$ cat src/hw/rtl/ewbb_pkg.sv
// Shared types and constants for the equal-width bucket boundary block.
// Used by the top level, the port checker and the testbench.
package ewbb_pkg;

   // Fixed field widths of the result channel
   localparam int BUCKET_BITS = 6;
   localparam int COUNT_BITS  = 32;
   localparam int NB_BITS     = 7;
   localparam int MAX_BUCKETS = 64;

   // Result tdata: bucket_number, end_position, padded to whole bytes
   localparam int RSP_DATA_W  = ((BUCKET_BITS + COUNT_BITS + 7) / 8) * 8;
   localparam int RSP_PAD_W   = RSP_DATA_W - BUCKET_BITS - COUNT_BITS;

   // Register indexes of the configuration port
   localparam int CSR_INDEX_BITS = 2;
   typedef logic [CSR_INDEX_BITS-1:0] csr_index_type;
   localparam csr_index_type CSR_MIN_START   = 2'd0;
   localparam csr_index_type CSR_MAX_START   = 2'd1;
   localparam csr_index_type CSR_NUM_BUCKETS = 2'd2;

   typedef logic [BUCKET_BITS-1:0] bucket_type;
   typedef logic [COUNT_BITS-1:0]  count_type;
   typedef logic [NB_BITS-1:0]     nb_type;

   // Bucket count clamped to 1..MAX_BUCKETS
   function automatic nb_type eff_buckets(input nb_type raw);
      nb_type n;
      n = raw;
      if (raw == '0) begin
         n = nb_type'(1);
      end else if (raw > nb_type'(MAX_BUCKETS)) begin
         n = nb_type'(MAX_BUCKETS);
      end
      return n;
   endfunction

endpackage

$ cat src/hw/rtl/ewbb_div.sv
// Radix-2 restoring divider, one quotient bit per cycle.
// Depends on nothing; shared by the width and the bucket computation.
module ewbb_div #(
   parameter int TIME_BITS = 32
) (
   input  logic                 clock,
   input  logic                 reset,
   input  logic                 start_in,
   input  logic [TIME_BITS-1:0] dividend_in,
   input  logic [TIME_BITS-1:0] divisor_in,
   output logic                 done_out,
   output logic [TIME_BITS-1:0] quotient_out,
   output logic [TIME_BITS-1:0] remainder_out
);

   localparam int CW = $clog2(TIME_BITS + 1);

   logic                 busy_ff, busy_in;
   logic                 done_ff, done_in;
   logic [CW-1:0]        cnt_ff, cnt_in;
   logic [TIME_BITS-1:0] rem_ff, rem_in;
   logic [TIME_BITS-1:0] quo_ff, quo_in;
   logic [TIME_BITS-1:0] dsr_ff, dsr_in;
   logic [TIME_BITS:0]   shifted;
   logic [TIME_BITS:0]   trial;
   logic                 fits;

   // One shift-subtract step
   always_comb begin
      shifted = {rem_ff, quo_ff[TIME_BITS-1]};
      trial   = shifted - {1'b0, dsr_ff};
      fits    = shifted >= {1'b0, dsr_ff};
   end

   always_comb begin
      busy_in = busy_ff;
      done_in = 1'b0;
      cnt_in  = cnt_ff;
      rem_in  = rem_ff;
      quo_in  = quo_ff;
      dsr_in  = dsr_ff;
      if (start_in) begin
         busy_in = 1'b1;
         cnt_in  = CW'(TIME_BITS);
         rem_in  = '0;
         quo_in  = dividend_in;
         dsr_in  = divisor_in;
      end else if (busy_ff) begin
         rem_in = fits ? trial[TIME_BITS-1:0] : shifted[TIME_BITS-1:0];
         quo_in = {quo_ff[TIME_BITS-2:0], fits};
         cnt_in = cnt_ff - CW'(1);
         if (cnt_ff == CW'(1)) begin
            busy_in = 1'b0;
            done_in = 1'b1;
         end
      end
   end

   // Control state
   always_ff @(posedge clock) begin
      if (reset) begin
         busy_ff <= 1'b0;
         done_ff <= 1'b0;
         cnt_ff  <= '0;
      end else begin
         busy_ff <= busy_in;
         done_ff <= done_in;
         cnt_ff  <= cnt_in;
      end
   end

   // Datapath
   always_ff @(posedge clock) begin
      rem_ff <= rem_in;
      quo_ff <= quo_in;
      dsr_ff <= dsr_in;
   end

   assign done_out      = done_ff;
   assign quotient_out  = quo_ff;
   assign remainder_out = rem_ff;

endmodule

$ cat src/hw/rtl/equal_width_bucket_boundaries_top.sv
// Equal-width bucket boundary builder: sequencer, registers, result stage.
// Depends on ewbb_pkg and ewbb_div.
//
// Records enter one at a time, sorted by start time. Each record needs a
// bucket division and then one result transfer per reported bucket; the
// first record of a run first needs a division to fix the bucket width. Both
// come from the one shared radix-2 divider, which produces one quotient bit
// per cycle and is used for the width division and for each record's bucket
// division. The result register lets the block take the next record while the
// last result of the previous one is still waiting. Registers must be written
// only while idle; the block itself does not enforce this.
module equal_width_bucket_boundaries_top
   import ewbb_pkg::*;
#(
   parameter int TIME_BITS = 32
) (
   input  logic                                  clock,
   input  logic                                  reset,
   // Input records
   input  logic                                  req_tvalid,
   output logic                                  req_tready,
   input  logic [((TIME_BITS+7)/8)*8-1:0]        req_tdata,  // start_time
   input  logic                                  req_tlast,  // final_record
   // Bucket boundaries
   output logic                                  rsp_tvalid,
   input  logic                                  rsp_tready,
   output logic [RSP_DATA_W-1:0]                 rsp_tdata,  // bucket_number, end_position
   output logic                                  rsp_tlast,  // last_of_run
   // Configuration writes
   input  logic                                  csr_we,
   input  logic [CSR_INDEX_BITS-1:0]             csr_index,
   input  logic [TIME_BITS-1:0]                  csr_wdata
);

   localparam logic [2:0] S_IDLE   = 3'd0;
   localparam logic [2:0] S_WIDTH  = 3'd1;
   localparam logic [2:0] S_TSTART = 3'd2;
   localparam logic [2:0] S_TARGET = 3'd3;
   localparam logic [2:0] S_EMIT   = 3'd4;
   localparam logic [2:0] S_FINAL  = 3'd5;

   // Configuration registers
   logic [TIME_BITS-1:0] min_ff, max_ff;
   nb_type               nb_cfg_ff;

   // Sequencer and run state
   logic [2:0]           state_ff, state_in;
   bucket_type           cur_ff, cur_in;
   count_type            count_ff, count_in;
   logic [TIME_BITS-1:0] width_ff, width_in;
   bucket_type           target_ff, target_in;
   logic [TIME_BITS-1:0] diff_ff, diff_in;
   logic                 final_ff, final_in;
   nb_type               nb_ff, nb_in;

   // Result register
   logic                 rsp_valid_ff, rsp_valid_in;
   bucket_type           rsp_bucket_ff, rsp_bucket_in;
   count_type            rsp_pos_ff, rsp_pos_in;
   logic                 rsp_last_ff, rsp_last_in;

   // Divider connection
   logic                 div_start;
   logic [TIME_BITS-1:0] div_dividend, div_divisor;
   logic                 div_done;
   logic [TIME_BITS-1:0] div_quo, div_rem;

   // Combinational helpers
   nb_type               nb_now;
   logic [TIME_BITS-1:0] start_time;
   logic [TIME_BITS-1:0] diff_now;
   logic [TIME_BITS-1:0] span;
   logic                 req_fire;
   logic                 out_free;
   logic                 run_start;
   logic [TIME_BITS:0]   q_ceil;
   nb_type               top_bucket;
   bucket_type           cur_next;

   ewbb_div #(.TIME_BITS(TIME_BITS)) u_div (
      .clock         (clock),
      .reset         (reset),
      .start_in      (div_start),
      .dividend_in   (div_dividend),
      .divisor_in    (div_divisor),
      .done_out      (div_done),
      .quotient_out  (div_quo),
      .remainder_out (div_rem)
   );

   // Configuration writes
   always_ff @(posedge clock) begin
      if (reset) begin
         min_ff    <= '0;
         max_ff    <= '0;
         nb_cfg_ff <= nb_type'(1);
      end else if (csr_we) begin
         unique case (csr_index)
            CSR_MIN_START:   min_ff    <= csr_wdata;
            CSR_MAX_START:   max_ff    <= csr_wdata;
            CSR_NUM_BUCKETS: nb_cfg_ff <= csr_wdata[NB_BITS-1:0];
            default: ;
         endcase
      end
   end

   // Record decode and divider operand selection
   always_comb begin
      nb_now     = eff_buckets(nb_cfg_ff);
      start_time = req_tdata[TIME_BITS-1:0];
      diff_now   = (start_time >= min_ff) ? start_time - min_ff : '0;
      span       = (max_ff <= min_ff) ? TIME_BITS'(1) : max_ff - min_ff;
      req_fire   = req_tvalid && req_tready;
      out_free   = !rsp_valid_ff || rsp_tready;
      run_start  = count_ff == '0;
      q_ceil     = {1'b0, div_quo} + (TIME_BITS+1)'(div_rem != '0);
      top_bucket = nb_ff - nb_type'(1);
      cur_next   = cur_ff + bucket_type'(1);

      div_start    = (state_ff == S_IDLE && req_fire) || state_ff == S_TSTART;
      div_dividend = diff_ff;
      div_divisor  = width_ff;
      if (state_ff == S_IDLE) begin
         div_dividend = run_start ? span : diff_now;
         div_divisor  = run_start ? {{(TIME_BITS-NB_BITS){1'b0}}, nb_now} : width_ff;
      end
   end

   // Sequencer
   always_comb begin
      state_in      = state_ff;
      cur_in        = cur_ff;
      count_in      = count_ff;
      width_in      = width_ff;
      target_in     = target_ff;
      diff_in       = diff_ff;
      final_in      = final_ff;
      nb_in         = nb_ff;
      rsp_valid_in  = rsp_valid_ff && !rsp_tready;
      rsp_bucket_in = rsp_bucket_ff;
      rsp_pos_in    = rsp_pos_ff;
      rsp_last_in   = rsp_last_ff;

      unique case (state_ff)
         S_IDLE: begin
            if (req_fire) begin
               diff_in  = diff_now;
               final_in = req_tlast;
               nb_in    = nb_now;
               state_in = run_start ? S_WIDTH : S_TARGET;
            end
         end
         S_WIDTH: begin
            if (div_done) begin
               width_in = q_ceil[TIME_BITS-1:0];
               state_in = S_TSTART;
            end
         end
         S_TSTART: begin
            state_in = S_TARGET;
         end
         S_TARGET: begin
            if (div_done) begin
               // clamp to the top bucket
               if (q_ceil > (TIME_BITS+1)'(top_bucket)) begin
                  target_in = top_bucket[BUCKET_BITS-1:0];
               end else begin
                  target_in = q_ceil[BUCKET_BITS-1:0];
               end
               state_in = S_EMIT;
            end
         end
         S_EMIT: begin
            // close every bucket the running bucket passes
            if (cur_ff < target_ff) begin
               if (out_free) begin
                  rsp_valid_in  = 1'b1;
                  rsp_bucket_in = cur_ff;
                  rsp_pos_in    = count_ff;
                  rsp_last_in   = (cur_next == target_ff) && !final_ff;
                  cur_in        = cur_next;
               end
            end else begin
               count_in = count_ff + count_type'(1);
               state_in = final_ff ? S_FINAL : S_IDLE;
            end
         end
         S_FINAL: begin
            // close the remaining buckets with the record count
            if ({1'b0, cur_ff} < nb_ff) begin
               if (out_free) begin
                  rsp_valid_in  = 1'b1;
                  rsp_bucket_in = cur_ff;
                  rsp_pos_in    = count_ff;
                  rsp_last_in   = ({1'b0, cur_ff} + nb_type'(1)) == nb_ff;
                  cur_in        = cur_next;
                  if (rsp_last_in) begin
                     cur_in   = '0;
                     count_in = '0;
                     width_in = '0;
                     state_in = S_IDLE;
                  end
               end
            end else begin
               cur_in   = '0;
               count_in = '0;
               width_in = '0;
               state_in = S_IDLE;
            end
         end
         default: begin
            state_in = S_IDLE;
         end
      endcase
   end

   // Control state
   always_ff @(posedge clock) begin
      if (reset) begin
         state_ff     <= S_IDLE;
         cur_ff       <= '0;
         count_ff     <= '0;
         width_ff     <= '0;
         rsp_valid_ff <= 1'b0;
      end else begin
         state_ff     <= state_in;
         cur_ff       <= cur_in;
         count_ff     <= count_in;
         width_ff     <= width_in;
         rsp_valid_ff <= rsp_valid_in;
      end
   end

   // Per-record payload
   always_ff @(posedge clock) begin
      target_ff     <= target_in;
      diff_ff       <= diff_in;
      final_ff      <= final_in;
      nb_ff         <= nb_in;
      rsp_bucket_ff <= rsp_bucket_in;
      rsp_pos_ff    <= rsp_pos_in;
      rsp_last_ff   <= rsp_last_in;
   end

   assign req_tready = state_ff == S_IDLE;
   assign rsp_tvalid = rsp_valid_ff;
   assign rsp_tdata  = {{RSP_PAD_W{1'b0}}, rsp_pos_ff, rsp_bucket_ff};
   assign rsp_tlast  = rsp_last_ff;

endmodule

$ cat config.mk
export PLATFORM = sky130hd
export DESIGN_NAME = equal_width_bucket_boundaries_top
export DESIGN_NICKNAME = d
export VERILOG_FILES = /design/src/hw/rtl/ewbb_pkg.sv /design/src/hw/rtl/ewbb_div.sv /design/src/hw/rtl/equal_width_bucket_boundaries_top.sv
export SDC_FILE = /design/constraint.sdc
export NUM_CORES = 1
export LEC_CHECK = 0
export ABC_AREA = 1
export BUFFER_PORTS_ARGS = -buffer_cell sky130_fd_sc_hd__clkbuf_2
export CORE_MARGIN = 8
export CORE_UTILIZATION = 40
export DETAILED_ROUTE_END_ITERATION = 10
export GPL_TIMING_DRIVEN = 0
export SLEW_MARGIN = 20
export SYNTH_ARGS = -nofsm -noshare
export SYNTH_HDL_FRONTEND = slang
export SYNTH_SLANG_ARGS = --single-unit
$ cat constraint.sdc
create_clock -name clock -period 9.5 [get_ports clock]
set_input_delay 0.95 -clock clock [delete_from_list [all_inputs] [get_ports clock]]
set_output_delay 0.95 -clock clock [all_outputs]
set_load 0.05 [all_outputs]
==> impl_summary.log <==
[metrics] part of the Yosys area used for sequential elements: 0.347
[metrics] setup repair after global routing missed its margin: no
[metrics] most used cells in the layout excluding fill and tap cells: 1003 x nand2_1, 548 x nor2_1, 526 x inv_1, 305 x nand3_1, 193 x a21oi_1
[metrics] largest net degree at the start of global routing: 42
[metrics] FF-to-FF End: target_ff[4]
[metrics] ratio of total power to cell area: 281 nW/um^2
[metrics] number of I/O pins: 115
[metrics] area of all placed cells without fillers: 26500 um^2
[metrics] count of flip-flops with a built-in enable after synthesis: 149
[metrics] routed wire length: 78.8 mm
[metrics] data arrival time at the worst-slack endpoint: 4.40 ns
[metrics] Bufs on Longest Clock Path: 3
[metrics] count of fill cells added during filler insertion: 6378
[metrics] FFs w/ async S/R, synth: 0
[metrics] class of the tightest hold or removal check: flop to flop
[metrics] final net count: 3973
[metrics] worst setup path startpoint: u_div.remainder_out[16]
[metrics] Mapped Cells: 3618
[metrics] Port Buffer Count: 111
[metrics] vias per std cell: 5.07
[metrics] global-route congestion overflow total: 0
[metrics] critical path data required time: 9.81 ns
[metrics] worst reg2reg path startpoint: u_div.remainder_out[16]
[metrics] post-CTS setup buffer count: 0
[metrics] WL/cell: 17.2 um
[metrics] number of H-tree branching levels: 2
[metrics] flip-flop and latch count after synthesis: 334
[metrics] Crit Path Class: flop to flop
[metrics] Hold Violations, Final: 0
[metrics] height of the die: 259 um
[metrics] top fanout value on the critical path: 7
[metrics] count of hold buffers inserted by post-cts repair: 0
[metrics] CP Capture Point: target_ff[4]
[metrics] root buffer selected by CTS: clkbuf_16
[metrics] Pwr Total: 7.43 mW
[metrics] run status: complete, no violations
[metrics] overall die width: 259 um
[metrics] area delta synth->final: 12.5%
[metrics] minimum clock period: 4.09 ns
[metrics] post-CTS sizing: 0
[metrics] count of yosys warnings during synthesis: 0
[metrics] Worst IR Drop VDD: 0.146 mV
[metrics] setup total negative slack: 0 ns
[metrics] via count of the routed design: 23200
[metrics] post-detailed-placement half-perimeter wirelength: 64.4 mm
[metrics] Total Die Area: 66900 um^2
[metrics] Final Skew: 0.0221 ns
[metrics] Post-Synthesis Cell Area: 23600 um^2
[metrics] Clk Latency, worst-skew pair: 0.56 ns
[metrics] Final Util: 0.452
[metrics] gr usage total: 0.230
[metrics] initial standard-cell utilization of the core: 0.402
[metrics] number of buffers added by the clock tree synthesis step: 40
[metrics] clock slew seen by the registers of the worst setup and hold paths: 0.06 ns
[metrics] final setup violation count: 0
[metrics] num rows: 89
[metrics] antenna diode count: 0
[metrics] worst-margin pin slew: 0.954 ns
[metrics] final weighted congestion in routability-driven placement: 0.975
[metrics] leak pwr: 12.7 nW
[metrics] Highest Clock Rate: 0.245 GHz
[metrics] first-pass iteration count of the detailed router: 6
[metrics] drc violations: 0
[metrics] max-slew violation count: 0
[metrics] nature of the critical path startpoint: flop
[metrics] total core area: 58600 um^2
[metrics] Worst Setup End Kind: flop
[metrics] wire length of the first global-routing pass: 123 mm
[metrics] Max transition margin: 0.364
[metrics] share of post-route cells with drive strength above 1: 0.0681
[metrics] residual antenna-violating net count after detailed routing: 0
[metrics] sink count of the clock tree: 334
[metrics] commonest non-fill, non-tap cell in the layout: nand2_1
[metrics] Register-to-Register Setup Slack: 5.41 ns
[metrics] drt initial violations: 1760
[metrics] max-cap check violation count: 0
[metrics] cells on worst reg2reg path: 22
[metrics] total cell area at the placement stage: 25200 um^2
[metrics] clock tree from TritonCTS: yes
[metrics] vias in the first global route: 22100
[metrics] Post-Synthesis Mean Instance Area: 6.51 um^2
[metrics] share of the clock period used by the worst path after layout: 0.430
[metrics] antenna violations before repair: 0
[metrics] most frequently used flop master after synthesis: dfxtp_1
[metrics] distinct cell type count after synthesis: 48
logic make-up after synthesis:
group	Yosys count	share of synthesized area
AOI/OAI and AO/OA	401	0.0890
xor gates and xnor gates	63	0.0234
adders and majority gates	126	0.0679
buffers and inverters	630	0.104
DFF	334	0.347
other	1	0.000159
and+or+nand+nor	2063	0.368
worst min path at each step:
stage,slack (ns),cells after the start,to,startpoint
floorplan,0.40,0,rsp_pos_ff[20],count_ff[20]
global placement,0.41,0,rsp_pos_ff[20],count_ff[20]
detailed placement,0.41,0,rsp_pos_ff[20],count_ff[20]
CTS,0.42,0,rsp_pos_ff[20],count_ff[20]
global route,0.43,0,rsp_pos_ff[20],count_ff[20]
finish,0.42,0,rsp_pos_ff[20],count_ff[20]
critical path, stage by stage (launching register included):
cell and delay (ns):
dfxtp_1 0.34, nor4_1 0.38, nand4_1 0.25, or3_1 0.40, ha_1 0.22, ha_1 0.22
nand2_2 0.13, nor2_4 0.07, nand2_2 0.09, inv_1 0.10, nor2_1 0.13, nor2_1 0.09
ha_1 0.34, a21oi_1 0.20, nand3_1 0.10, nor2_1 0.09, nand3_1 0.07, nor2_1 0.10
nand2_1 0.07, nand2_2 0.14, nand3_2 0.16, nand2_1 0.09, nand2_1 0.05
sequential cells by signal, indices dropped and copies added (netlist names), 3 cells and up:
name                 flops
state_ff                 3
nb_ff                    7
nb_cfg_ff                7
u_div.remainder_out     32
count_ff                32
max_ff                  32
u_div.dsr_ff            32
target_ff                6
rsp_bucket_ff            6
diff_ff                 32
rsp_pos_ff              32
u_div.quotient_out      32
min_ff                  32
cur_ff                   6
u_div.cnt_ff             6
width_ff                32
per-stage QoR:
step	cells	hold WS [ns]	setup slack (ns)
2_1_floorplan	3619	0.403	6.19
3_3_place_gp	4503	0.410	4.72
3_5_place_dp	4506	0.410	5.45
4_1_cts	4578	0.423	5.42
5_1_grt	4578	0.430	5.11
6_report	4578	0.421	5.41
final cells by class:
class	count	area (um^2)	area share
flip-flops and latches	334	8180	0.309
inverters	538	2020	0.0764
clock inverters	21	224	0.00846
repair buffers	114	623	0.0235
plain buffers	92	427	0.0161
clock buffers	51	1090	0.0413
multi-input cells	2655	12900	0.489
well taps	773	967	0.0365
routing by layer:
layer	vias up	wire length [um]	global-route usage
met5	-	0	0
met4	0	2560	0.0795
met3	127	4170	0.0257
met2	654	36500	0.387
met1	10500	35600	0.304
li1	11900	-	-
cells in the mapped netlist, types with 12 or more instances:
library cell,n,area [um^2]
nand4_1,47,294
nor4_1,12,75.1
a21oi_1,193,966
dfxtp_1,185,3700
nand2_2,12,75.1
nor3_1,52,260
o21ai_0,164,821
ha_1,123,1540
inv_1,526,1970
buf_2,15,75.1
xor2_1,38,333
nand3b_1,39,293
nand3_1,305,1530
nand2_1,1003,3760
xnor2_1,25,219
clkbuf_1,59,221
o21bai_1,13,97.6
nor2_1,550,2060
edfxtp_1,149,4470
report_power, final:
part	switching, mW	leakage (nW)	internal, mW
clock network	0.627	0.640	0.928
registers	0.267	2.94	2.01
logic	2.55	9.17	1.05
total	3.45	12.7	3.98
(Power assumes the default switching activity.)
